### config.mk
export PLATFORM = sky130hd
export DESIGN_NAME = next_permutation_generator
export DESIGN_NICKNAME = d
export VERILOG_FILES = /design/src/rtl/core/npg_pkg.sv /design/src/rtl/core/npg_cell.sv /design/src/rtl/core/npg_seq.sv /design/src/rtl/core/next_permutation_generator.sv
export VERILOG_INCLUDE_DIRS = /design/src /design/src/rtl/core
export SDC_FILE = /design/constraint.sdc
export NUM_CORES = 1
export LEC_CHECK = 0
export BUFFER_PORTS_ARGS = -buffer_cell sky130_fd_sc_hd__buf_2
export CAP_MARGIN = 15
export CORE_ASPECT_RATIO = 0.75
export CORE_MARGIN = 2
export CORE_UTILIZATION = 50
export DETAILED_ROUTE_END_ITERATION = 8
export PLACE_DENSITY = 0.66
export REMOVE_ABC_BUFFERS = 1
export SLEW_MARGIN = 30
export SYNTH_ARGS = -nofsm -noshare
export SYNTH_HDL_FRONTEND = slang
export SYNTH_SLANG_ARGS = --single-unit
### constraint.sdc
create_clock -name clock -period 9.9 [get_ports clock]
set_input_delay 0.99 -clock clock [delete_from_list [all_inputs] [get_ports clock]]
set_output_delay 0.99 -clock clock [all_outputs]
set_load 0.01 [all_outputs]
### src/rtl/core/assert_macros.svh
// Assertion helpers shared by the RTL. Each expects signals named clock and reset in scope.
`ifndef ASSERT_MACROS_SVH
`define ASSERT_MACROS_SVH

// Checks a property on every rising clock edge outside reset.
`define NPG_ASSERT(label, prop, msg) \
   label: assert property (@(posedge clock) disable iff (reset) prop) else $error(msg);

// Checks that a condition in one cycle implies another in the next cycle.
`define NPG_ASSERT_NEXT(label, ante, cons, msg) \
   label: assert property (@(posedge clock) disable iff (reset) (ante) |=> (cons)) \
      else $error(msg);

`endif

### src/rtl/core/npg_pkg.sv
package npg_pkg;

   localparam int KEY_W = 16;
   localparam int POS_W = 4;

   typedef enum logic {
      OP_LOAD = 1'b0,
      OP_STEP = 1'b1
   } op_type;

   typedef enum logic [2:0] {
      ST_IDLE,
      ST_SCAN,
      ST_EMIT,
      ST_SORT_A,
      ST_SORT_B
   } state_type;

   typedef struct packed {
      logic             load_fire;
      logic [POS_W-1:0] load_position;
      logic [KEY_W-1:0] load_key;
      logic             rotate;
      logic             sort_en;
      logic             parity;
      logic             phase_b;
      logic [POS_W-1:0] region_start;
      logic [KEY_W-1:0] pivot_key;
   } cell_ctrl_type;

   // Ordering used by the sorting passes. In the first pass keys above the pivot key rank
   // before the others, so the smallest of them settles in the pivot slot.
   function automatic logic ranks_after(input logic [KEY_W-1:0] a,
                                        input logic [KEY_W-1:0] b,
                                        input logic [KEY_W-1:0] p,
                                        input logic             phase_b);
      logic [KEY_W:0] ra;
      logic [KEY_W:0] rb;
      ra = {(a <= p), a};
      rb = {(b <= p), b};
      if (phase_b) begin
         return a > b;
      end
      return ra > rb;
   endfunction

endpackage

### src/rtl/core/npg_cell.sv
module npg_cell #(
   parameter int IDX     = 0,
   parameter bit IS_LAST = 1'b0
) (
   input  logic                         clock,
   input  npg_pkg::cell_ctrl_type       ctrl,
   input  logic [npg_pkg::KEY_W-1:0]    left_key,
   input  logic [npg_pkg::KEY_W-1:0]    right_key,
   input  logic                         swap_from_left,
   output logic [npg_pkg::KEY_W-1:0]    key_out,
   output logic                         swap_right
);

   localparam logic [npg_pkg::POS_W-1:0] IDX_P = npg_pkg::POS_W'(IDX);

   logic [npg_pkg::KEY_W-1:0] key_ff;
   logic [npg_pkg::KEY_W-1:0] key_in;

   // This cell is the left member of an active compare-exchange pair whose keys are out of order.
   assign swap_right = ctrl.sort_en && !IS_LAST && (IDX_P[0] == ctrl.parity) &&
                       (IDX_P >= ctrl.region_start) &&
                       npg_pkg::ranks_after(key_ff, right_key, ctrl.pivot_key, ctrl.phase_b);

   always_comb begin
      key_in = key_ff;
      if (ctrl.load_fire && (ctrl.load_position == IDX_P)) begin
         key_in = ctrl.load_key;
      end else if (ctrl.rotate || swap_right) begin
         key_in = right_key;
      end else if (swap_from_left) begin
         key_in = left_key;
      end
   end

   always_ff @(posedge clock) begin
      key_ff <= key_in;
   end

   assign key_out = key_ff;

endmodule

### src/rtl/core/npg_seq.sv
`include "assert_macros.svh"

module npg_seq #(
   parameter int NUM_KEYS = 10
) (
   input  logic                         clock,
   input  logic                         reset,
   input  logic                         req_valid,
   output logic                         req_stall,
   input  logic                         req_op,
   input  logic [npg_pkg::POS_W-1:0]    req_position,
   input  logic [npg_pkg::KEY_W-1:0]    req_key,
   output logic                         rsp_valid,
   input  logic                         rsp_stall,
   output logic [npg_pkg::KEY_W-1:0]    rsp_out_key,
   output logic [npg_pkg::POS_W-1:0]    rsp_out_position,
   output logic                         rsp_last,
   output logic                         rsp_finished,
   input  logic [npg_pkg::KEY_W-1:0]    keys [NUM_KEYS],
   output npg_pkg::cell_ctrl_type       ctrl
);

   localparam logic [npg_pkg::POS_W-1:0] LAST_POS = npg_pkg::POS_W'(NUM_KEYS - 1);

   npg_pkg::state_type          state_ff, state_in;
   logic [npg_pkg::POS_W-1:0]   cnt_ff, cnt_in;
   logic [npg_pkg::POS_W-1:0]   pivot_ff, pivot_in;
   logic [npg_pkg::KEY_W-1:0]   pivot_key_ff, pivot_key_in;
   logic                        finished_ff, finished_in;
   logic                        rsp_valid_ff, rsp_valid_in;
   logic [npg_pkg::KEY_W-1:0]   out_key_ff;
   logic [npg_pkg::POS_W-1:0]   out_pos_ff;
   logic                        out_last_ff;
   logic                        out_finished_ff;
   logic                        req_fire;
   logic                        emit_fire;
   logic                        found;

   // Nothing is taken during reset or while a step is being worked on.
   assign req_stall = reset || (state_ff != npg_pkg::ST_IDLE);
   assign req_fire  = req_valid && !req_stall;
   assign emit_fire = (state_ff == npg_pkg::ST_EMIT) && (!rsp_valid_ff || !rsp_stall);

   // The pivot is the rightmost ascent; with none the arrangement is the last one.
   always_comb begin
      found    = 1'b0;
      pivot_in = '0;
      for (int i = 0; i < NUM_KEYS - 1; i++) begin
         if (keys[i] < keys[i+1]) begin
            found    = 1'b1;
            pivot_in = npg_pkg::POS_W'(i);
         end
      end
      pivot_key_in = keys[pivot_in];
      finished_in  = !found;
   end

   always_comb begin
      state_in             = state_ff;
      cnt_in               = cnt_ff;
      ctrl                 = '0;
      ctrl.load_position   = req_position;
      ctrl.load_key        = req_key;
      ctrl.pivot_key       = pivot_key_ff;
      ctrl.parity          = cnt_ff[0];
      ctrl.region_start    = pivot_ff;
      unique case (state_ff)
         npg_pkg::ST_IDLE: begin
            ctrl.load_fire = req_fire && (req_op == 1'(npg_pkg::OP_LOAD));
            if (req_fire && (req_op == 1'(npg_pkg::OP_STEP))) begin
               state_in = npg_pkg::ST_SCAN;
            end
         end
         npg_pkg::ST_SCAN: begin
            cnt_in   = '0;
            state_in = npg_pkg::ST_EMIT;
         end
         npg_pkg::ST_EMIT: begin
            // Each transfer rotates the chain by one slot, so the run ends where it began.
            ctrl.rotate = emit_fire;
            if (emit_fire) begin
               cnt_in = cnt_ff + 1'b1;
               if (cnt_ff == LAST_POS) begin
                  cnt_in   = '0;
                  state_in = finished_ff ? npg_pkg::ST_IDLE : npg_pkg::ST_SORT_A;
               end
            end
         end
         npg_pkg::ST_SORT_A: begin
            ctrl.sort_en = 1'b1;
            cnt_in       = cnt_ff + 1'b1;
            if (cnt_ff == LAST_POS) begin
               cnt_in   = '0;
               state_in = npg_pkg::ST_SORT_B;
            end
         end
         npg_pkg::ST_SORT_B: begin
            ctrl.sort_en      = 1'b1;
            ctrl.phase_b      = 1'b1;
            ctrl.region_start = pivot_ff + 1'b1;
            cnt_in            = cnt_ff + 1'b1;
            if (cnt_ff == LAST_POS) begin
               cnt_in   = '0;
               state_in = npg_pkg::ST_IDLE;
            end
         end
         default: begin
            state_in = npg_pkg::ST_IDLE;
         end
      endcase
   end

   assign rsp_valid_in = emit_fire || (rsp_valid_ff && rsp_stall);

   always_ff @(posedge clock) begin
      if (reset) begin
         state_ff     <= npg_pkg::ST_IDLE;
         cnt_ff       <= '0;
         rsp_valid_ff <= 1'b0;
      end else begin
         state_ff     <= state_in;
         cnt_ff       <= cnt_in;
         rsp_valid_ff <= rsp_valid_in;
      end
   end

   always_ff @(posedge clock) begin
      if (state_ff == npg_pkg::ST_SCAN) begin
         pivot_ff     <= pivot_in;
         pivot_key_ff <= pivot_key_in;
         finished_ff  <= finished_in;
      end
      if (emit_fire) begin
         out_key_ff      <= keys[0];
         out_pos_ff      <= cnt_ff;
         out_last_ff     <= (cnt_ff == LAST_POS);
         out_finished_ff <= finished_ff;
      end
   end

   assign rsp_valid        = rsp_valid_ff;
   assign rsp_out_key      = out_key_ff;
   assign rsp_out_position = out_pos_ff;
   assign rsp_last         = out_last_ff;
   assign rsp_finished     = out_finished_ff;

   `NPG_ASSERT_NEXT(a_scan_starts_run, state_ff == npg_pkg::ST_SCAN,
      (state_ff == npg_pkg::ST_EMIT) && (cnt_ff == '0), "scan must start a run at slot zero")
   `NPG_ASSERT_NEXT(a_run_ends, emit_fire && (cnt_ff == LAST_POS),
      state_ff != npg_pkg::ST_EMIT, "run must end after the last slot")
   `NPG_ASSERT(a_no_sort_when_done,
      ((state_ff == npg_pkg::ST_SORT_A) || (state_ff == npg_pkg::ST_SORT_B)) |-> !finished_ff,
      "final arrangement must not be reordered")

endmodule

### src/rtl/core/next_permutation_generator.sv
// Loads are taken one per cycle while no step is being worked on. A step is taken and is
// scanned for its pivot in the next cycle; its NUM_KEYS results are then offered in slot
// order, one per cycle while the output does not stall. Odd-even passes along the cell
// chain then reorder the keys from the pivot on, and the next item is taken once they end,
// or once the run ends after a final arrangement.
// Reset clears the sequencer and the output valid; keys are undefined until loaded.
module next_permutation_generator #(
   parameter int NUM_KEYS = 10
) (
   input  logic                         clock,
   input  logic                         reset,
   input  logic                         req_valid,
   output logic                         req_stall,
   input  logic                         req_op,
   input  logic [npg_pkg::POS_W-1:0]    req_position,
   input  logic [npg_pkg::KEY_W-1:0]    req_key,
   output logic                         rsp_valid,
   input  logic                         rsp_stall,
   output logic [npg_pkg::KEY_W-1:0]    rsp_out_key,
   output logic [npg_pkg::POS_W-1:0]    rsp_out_position,
   output logic                         rsp_last,
   output logic                         rsp_finished
);

   npg_pkg::cell_ctrl_type     ctrl;
   logic [npg_pkg::KEY_W-1:0]  keys [NUM_KEYS];
   logic [NUM_KEYS-1:0]        swap_right;

   npg_seq #(
      .NUM_KEYS(NUM_KEYS)
   ) u_seq (
      .clock           (clock),
      .reset           (reset),
      .req_valid       (req_valid),
      .req_stall       (req_stall),
      .req_op          (req_op),
      .req_position    (req_position),
      .req_key         (req_key),
      .rsp_valid       (rsp_valid),
      .rsp_stall       (rsp_stall),
      .rsp_out_key     (rsp_out_key),
      .rsp_out_position(rsp_out_position),
      .rsp_last        (rsp_last),
      .rsp_finished    (rsp_finished),
      .keys            (keys),
      .ctrl            (ctrl)
   );

   for (genvar g = 0; g < NUM_KEYS; g++) begin : g_cell
      npg_cell #(
         .IDX    (g),
         .IS_LAST(g == NUM_KEYS - 1)
      ) u_cell (
         .clock         (clock),
         .ctrl          (ctrl),
         .left_key      (keys[(g + NUM_KEYS - 1) % NUM_KEYS]),
         .right_key     (keys[(g + 1) % NUM_KEYS]),
         .swap_from_left((g == 0) ? 1'b0 : swap_right[(g + NUM_KEYS - 1) % NUM_KEYS]),
         .key_out       (keys[g]),
         .swap_right    (swap_right[g])
      );
   end

endmodule

# [Word level (Yosys, flattened, before mapping)]
# Cells that the tools add are included.
[totals] reg_bits=211 output_inout_bits=24
[classes] n_eq_ne=19 addsub=2 n_mux=82 n_lt_le_gt_ge=47 n_reduce_logical=68 bitwise_logic=3
[op_table] cell="two-way mux 16 bit" count=31
[op_table] cell="less-or-equal comparator 16 bit" count=10
[op_table] cell="greater-than comparator 17 bit" count=9
[op_table] cell="greater-than comparator 16 bit" count=9
[op_table] cell="less-than comparator 16 bit" count=9
[op_table] cell="binary-select mux 16 bit (select 4 bit)" count=1
[op_table] cell="logical AND 1 bit" count=35
[op_table] cell="nonzero test 3 bit" count=11
[op_table] cell="two-way mux 1 bit" count=32
[op_table] cell="two-way mux 3 bit" count=9
[op_table] cell="== test 4 x 3 -> 1 bit (second input constant)" count=4
[op_table] cell=">= comparator 3 x 4 -> 1 bit (first input constant)" count=4
[op_table] cell="case mux 3 bit (5 select lines)" count=1
[op_table] cell="== test 4 bit (second input constant)" count=3
[op_table] cell="logical OR 1 bit" count=12
[op_table] cell="two-way mux 4 bit" count=3
[op_table] cell="case mux 4 bit (3 select lines)" count=1
[op_table] cell="adder 4 x 1 -> 4 bit (second input constant)" count=2
[op_table] cell="== test 4 x 2 -> 1 bit (second input constant)" count=2
[op_table] cell=">= comparator 1 x 4 -> 1 bit (first input constant)" count=2
[op_table] cell=">= comparator 2 x 4 -> 1 bit (first input constant)" count=2
[op_table] cell="!= test 2 x 1 -> 1 bit (second input constant)" count=4
[op_table] cell="== test 3 x 2 -> 1 bit (second input constant)" count=2
[op_table] cell="two-way mux 2 bit" count=3
[op_table] cell="16 further kinds" count=20

# [Longest topological paths before layout]
[logic_depth] depth_word=13 ltp_mapped=21

# [By module]
# From an unflattened synthesis, not the netlist that was laid out.
[hier_totals] cells_unflattened=3417 area_unflattened_um2=28617.4
[modules_own_cells] module="npg_seq" area_per_inst_um2=6617.6 instances=1 cells_per_inst=759 seq_area_each_um2=1451.4
[modules_own_cells] module="npg_cell at g_cell[2].u_cell" area_per_inst_um2=2551.2 instances=1 cells_per_inst=323 seq_area_each_um2=480.5
[modules_own_cells] module="npg_cell at g_cell[6].u_cell" area_per_inst_um2=2477.4 instances=1 cells_per_inst=335 seq_area_each_um2=480.5
[modules_own_cells] module="npg_cell at g_cell[0].u_cell" area_per_inst_um2=2397.3 instances=1 cells_per_inst=302 seq_area_each_um2=480.5
[modules_own_cells] module="npg_cell at g_cell[5].u_cell" area_per_inst_um2=2348.5 instances=1 cells_per_inst=297 seq_area_each_um2=480.5
[modules_own_cells] module="npg_cell at g_cell[1].u_cell" area_per_inst_um2=2301.0 instances=1 cells_per_inst=275 seq_area_each_um2=480.5
[modules_own_cells] module="npg_cell at g_cell[4].u_cell" area_per_inst_um2=2267.2 instances=1 cells_per_inst=272 seq_area_each_um2=480.5
[modules_own_cells] module="npg_cell at g_cell[3].u_cell" area_per_inst_um2=2258.4 instances=1 cells_per_inst=267 seq_area_each_um2=480.5
[modules_own_cells] module="npg_cell at g_cell[8].u_cell" area_per_inst_um2=2237.1 instances=1 cells_per_inst=263 seq_area_each_um2=480.5
[modules_own_cells] module="npg_cell at g_cell[7].u_cell" area_per_inst_um2=2192.1 instances=1 cells_per_inst=267 seq_area_each_um2=480.5
[modules_own_cells] module="npg_cell at g_cell[9].u_cell" area_per_inst_um2=965.9 instances=1 cells_per_inst=56 seq_area_each_um2=480.5
[modules_own_cells] module="next_permutation_generator" area_per_inst_um2=3.8 instances=1 cells_per_inst=1 seq_area_each_um2=0.0

# [Least setup slack after synthesis]
# Ideal clock, no wire load.
[synth_path] path_type="reg-to-reg" start="register u_seq.pivot_key_ff[2] in the netlist's numbering" end="register g_cell[3].u_cell.key_ff, in the netlist g_cell[3].u_cell.key_out[0], enable pin" path_buffers=0 t_arrival_ps=3753 required_ps=9489 synth_period_minus_slack_ps=4164 setup_slack_ps=5736 stages_incl_launch_ff=17 path_cell_list="edfxtp_1 > inv_1 > ha_1 > a21oi_1 > o22ai_1 > o21a_1 > o21a_1 > o21ai_0 > nand2b_1 > a21oi_1 > nor3_1 > o21a_1 > ha_1 > a21oi_1 > o21ai_0 > o21a_1 > o21ai_0"
[synth_via] elab_chain_len=6
[synth_lines] element="from (decl)" line="npg_seq.sv:28" rtl="logic [npg_pkg::KEY_W-1:0] pivot_key_ff, pivot_key_in;"
[synth_lines] element="from (signal assigned)" line="npg_seq.sv:130" rtl="pivot_key_ff <= pivot_key_in;"
[synth_lines] element="less-or-equal comparator 16 bit (on tied branches)" line="npg_pkg.sv:39, npg_pkg.sv:40"
[synth_lines] element="greater-than comparator 17 bit" line="npg_pkg.sv:44" rtl="return ra > rb;"
[synth_lines] element="two-way mux 1 bit" line="npg_pkg.sv:44"
[synth_lines] element="logical AND 1 bit" line="npg_cell.sv:21" rtl="(IDX_P >= ctrl.region_start) &&"
[synth_lines] element="logical OR 1 bit" line="npg_cell.sv:28" rtl="end else if (ctrl.rotate || swap_right) begin"
[synth_lines] element="nonzero test 3 bit (no line) *"
[synth_lines] element="to (signal assigned)" line="npg_cell.sv:36" rtl="key_ff <= key_in;"
[synth_lines] element="to (decl)" line="npg_cell.sv:16" rtl="logic [npg_pkg::KEY_W-1:0] key_ff;"
# Every way passes the cells marked *; elsewhere a longest branch is shown, timed or not.
# A chain may end at the register's enable or synchronous reset.

# [Final worst setup path]
[layout_path] start="register u_seq.pivot_key_ff[1] in the netlist's numbering" end="register g_cell[8].u_cell.key_ff, in the netlist g_cell[8].u_cell.key_out[2], enable pin"
[layout_via] elab_chain_len=6
[layout_lines] element="less-or-equal comparator 16 bit (on tied branches)"
[layout_lines] element="greater-than comparator 17 bit" line="npg_pkg.sv:44"
[layout_lines] element="two-way mux 1 bit" line="npg_pkg.sv:44"
[layout_lines] element="logical AND 1 bit" line="npg_cell.sv:21"
[layout_lines] element="logical OR 1 bit" line="npg_cell.sv:28"
[layout_lines] element="nonzero test 3 bit (no line) *"
[layout_lines] element="to (signal assigned)" line="npg_cell.sv:36"
[layout_lines] element="to (decl)" line="npg_cell.sv:16"
# Marks and branches as above.

==> parameters.txt <==
Parameter                              Value

Synthesis
  Syn Inst Count ... 2115
  Area of the mapped netlist ... 19210 µm²
  Synthesized-area fraction occupied by and/or/nand/nor cells ... 13.90%
  Compound-Gate Fraction of Synth Area ... 19.93%
  Sequential-to-total area share from yosys stat ... 32.56%
  Synthesis warning total ... 0
  Combinational family with the most area after synthesis ... adder cells
  Post-Synth Adder-Cell Area ... 20.58%
  Most used DFF post-synth ... edfxtp_1
  Mux contribution to synthesized area ... 6.740%
  Xor/xnor share of the synthesized area ... 0.2735%
  Unique masters post-synth ... 85
  Avg Cell Area, Syn ... 9.084 µm²
  Synthesized flop and latch total ... 211
  Post-synth EDFFs ... 203
  Share of flip-flops with an asynchronous set or reset ... 0%

CTS
  Setup repair bufs after CTS ... 0
  Cts bufs inserted ... 25
  Number of H-tree levels ... 1
  Clock Latency Late Sink ... 560 ps
  TritonCTS clock tree ... built
  Buffer depth of the longest clock path ... 3
  Sink Count ... 211
  Hold_buf cts ... 0
  Library cell used as clock root buffer ... clkbuf_16
  Post-cts gate resize count ... 0
  Clock transition at path regs ... 60 ps

Timing
  RSZ-0062 raised after global routing ... false
  Slew margin rel. ... 34.33%
  Post-route setup TNS ... 0 ps
  Worst clock skew ... 15.86 ps
  Smallest hold slack ... 495.7 ps
  Setup violation total in the final timing report ... 0
  Final critical-path share of the clock period ... 51.04%
  Transition time of the tightest slew-check pin ... 982.1 ps
  F_max ... 197.9 MHz
  Final Slew Violations ... 0
  Min Clock Period, post-route ... 5053 ps
  Setup slack of the critical path after layout ... 4847 ps
  Number of endpoints with negative hold slack in the final report ... 0

Finish
  Highest-count cells in the layout ignoring fill and taps ... 316 x ha_1, 203 x edfxtp_1, 201 x nor2_1
  # nets final ... 2464
  Cell area after layout ... 20710 µm²
  Most common cell after layout, fill and taps aside ... ha_1
  Ant diodes ... 0
  Fraction of layout cells with a size suffix above 1 ... 7.944%
  Synthesis-to-finish area growth ... 7.776%
  Post-route core utilization ... 54.36%
  Cell Count, Final, Fillers Out ... 2652

Route
  First-pass detailed-route iteration total ... 6
  Via/cell ratio ... 6.431
  Wire per inst ... 24.54 µm
  Number of nets with antenna violations after detailed routing ... 0
  Count of unresolved DRC violations after routing ... 0
  Final Routed Wirelength ... 65090 µm
  Initial drt markers ... 2283
  Via count ... 17050

Worst setup path
  Biggest fanout along the worst timing path ... 18
  Reg-to-reg slack, setup ... 4850 ps
  Top Family by Delay on Critical Path ... compound AO/OA/AOI/OAI gates
  Kind of critical path ... register to register
  Worst stage delay on the critical path ... 720 ps
  CP most frequent cell ... o21a_1
  Startpoint type of the worst setup path ... register
  Sum of buffers and inverters on the critical path ... 1
  Required time at the endpoint of the critical path ... 10080 ps
  Cell chain of the critical path ... inv_1 -> ha_1 -> nand3_1 -> o22ai_1 -> o21a_1 -> o21a_1 -> o21ai_0 -> nand2b_1 -> a21oi_1 -> nor3_1 -> o21ai_0 -> ha_1 -> o2111ai_1 -> o21a_1 -> a21bo_2 -> nand3b_1
  Signal arrival time at the worst endpoint ... 5230 ps
  Crit path max-delay cell type ... nand3b_1
  Endpoint kind of the worst setup timing path ... register

Floorplanning
  Floorplan die width ... 230.3 µm
  Cell Rows ... 62
  Number of top-level pins ... 49
  Floorplan Core Area ... 38090 µm²
  Die Y ... 173.8 µm
  Die ar. ... 40020 µm²
  Initial core utilization ... 50.44%

Global routing
  All-Layer GR Usage ... 32.07%
  Total congestion overflow after global routing ... 0
  First-pass GRT wire length ... 98400 µm
  Number of antenna violations at the first check in global routing ... 0
  Pin count of the biggest net entering global routing ... 41
  Via count of the first global-routing pass ... 15890

Power and ir drop
  Static power due to leakage ... 8.940 nW
  Power Dens Cells ... 109.7 nW/µm²
  Total Power Consumption ... 2.272 mW
  VDD IR-drop max ... 103.1 µV

Place
  Estimated wirelength of the detail-placed design ... 49720 µm
  Worst-case setup slack after placement ... 4900 ps
  Routability-driven placement congestion ratio ... 0.9469
  Port bufs ... 48
  Number of placed instances with taps included ... 2607
  Cell area after placement ... 19880 µm²

Job
  Total of max-cap violations ... 0

Run status
  Outcome ... finished clean

Worst hold path
  Kind of path behind the tightest hold check ... register to register
[registers in the layout (all words and copies together), names as in the netlist]
register                flops
u_seq.finished_ff           1
u_seq.pivot_key_ff         16
u_seq.rsp_valid             1
u_seq.rsp_last              1
u_seq.rsp_out_key          16
u_seq.rsp_finished          1
u_seq.rsp_out_position      4
g_cell.u_cell.key_out     160
u_seq.pivot_ff              4
u_seq.state_ff              3
u_seq.cnt_ff                4
[where the power goes]
group          total [mW]  leakage [nW]  switching (mW)  internal [mW]
logic               0.302          6.63           0.190          0.112
registers            1.03          1.91          0.0334           1.00
clock network       0.936         0.405           0.409          0.527
[synthesized netlist by cell type (all sizes together), types with 11 or more instances]
cell      n  area, µm²
a211oi   13      107.6
a21o     55      412.9
a21oi   197      993.5
a22oi    16      120.1
buf      35      246.5
clkbuf   55      209.0
edfxtp  203       6096
ha      316       3954
inv     184      690.7
mux2     16      180.2
mux2i   111       1115
nand2   169      639.4
nand2b   11      68.82
nand3    44      225.2
nand4    64      406.6
nor2    203      769.5
nor2b    13      83.83
nor3     14      86.34
o211ai   26      205.2
o21a     43      322.8
o21ai   150      750.7
o221ai   11      96.34
o22ai    30      187.7
o311ai   16      140.1
or3      14      87.58
[final timing paths]
kind | from | to | cells past startpoint
setup / recovery | u_seq.pivot_key_ff[1] | g_cell[8].u_cell.key_out[2] | 16
hold reg to reg | u_seq.cnt_ff[3] | u_seq.rsp_out_position[3] | 0
setup reg to reg | u_seq.pivot_key_ff[1] | g_cell[8].u_cell.key_out[2] | 16
hold / removal | u_seq.cnt_ff[3] | u_seq.rsp_out_position[3] | 0
[final cells by class]
type	count	area [µm²]
inverters	184	690.7
flip-flops and latches	211	6256
clock buffers	31	699.4
repair buffers	72	424.2
well taps	512	640.6
multi-input cells	1629	11890
clock inverters	13	101.3
fillers	3450	17380
[logic make-up after synthesis]
group | Yosys count
buffers and inverters | 275
AO/OA/AOI/OAI | 613
adder cells (fa/ha/maj) | 316
multiplexers | 127
XOR/XNOR | 6
AND/OR/NAND/NOR | 567
flip-flops | 211
[metal layers]
layer  vias up  global-route usage, %  routed length [µm]
met5         -                      0                   0
met4         0                  9.328                2316
met3       121                  6.727                6968
met2       885                  46.16               26440
met1      8144                  48.05               29360
li1       7904                      -                   -
[worst register-to-register path: cells and delay by family, from the launching register on]
family	cells	cell delay, ps
flip-flops	1	350
adder cells (fa/ha/maj)	2	630
AND/OR/NAND/NOR	4	1030
buffers and inverters	1	350
AO/OA/AOI/OAI	9	2300
No activity file was read; power rests on OpenSTA's default activity.
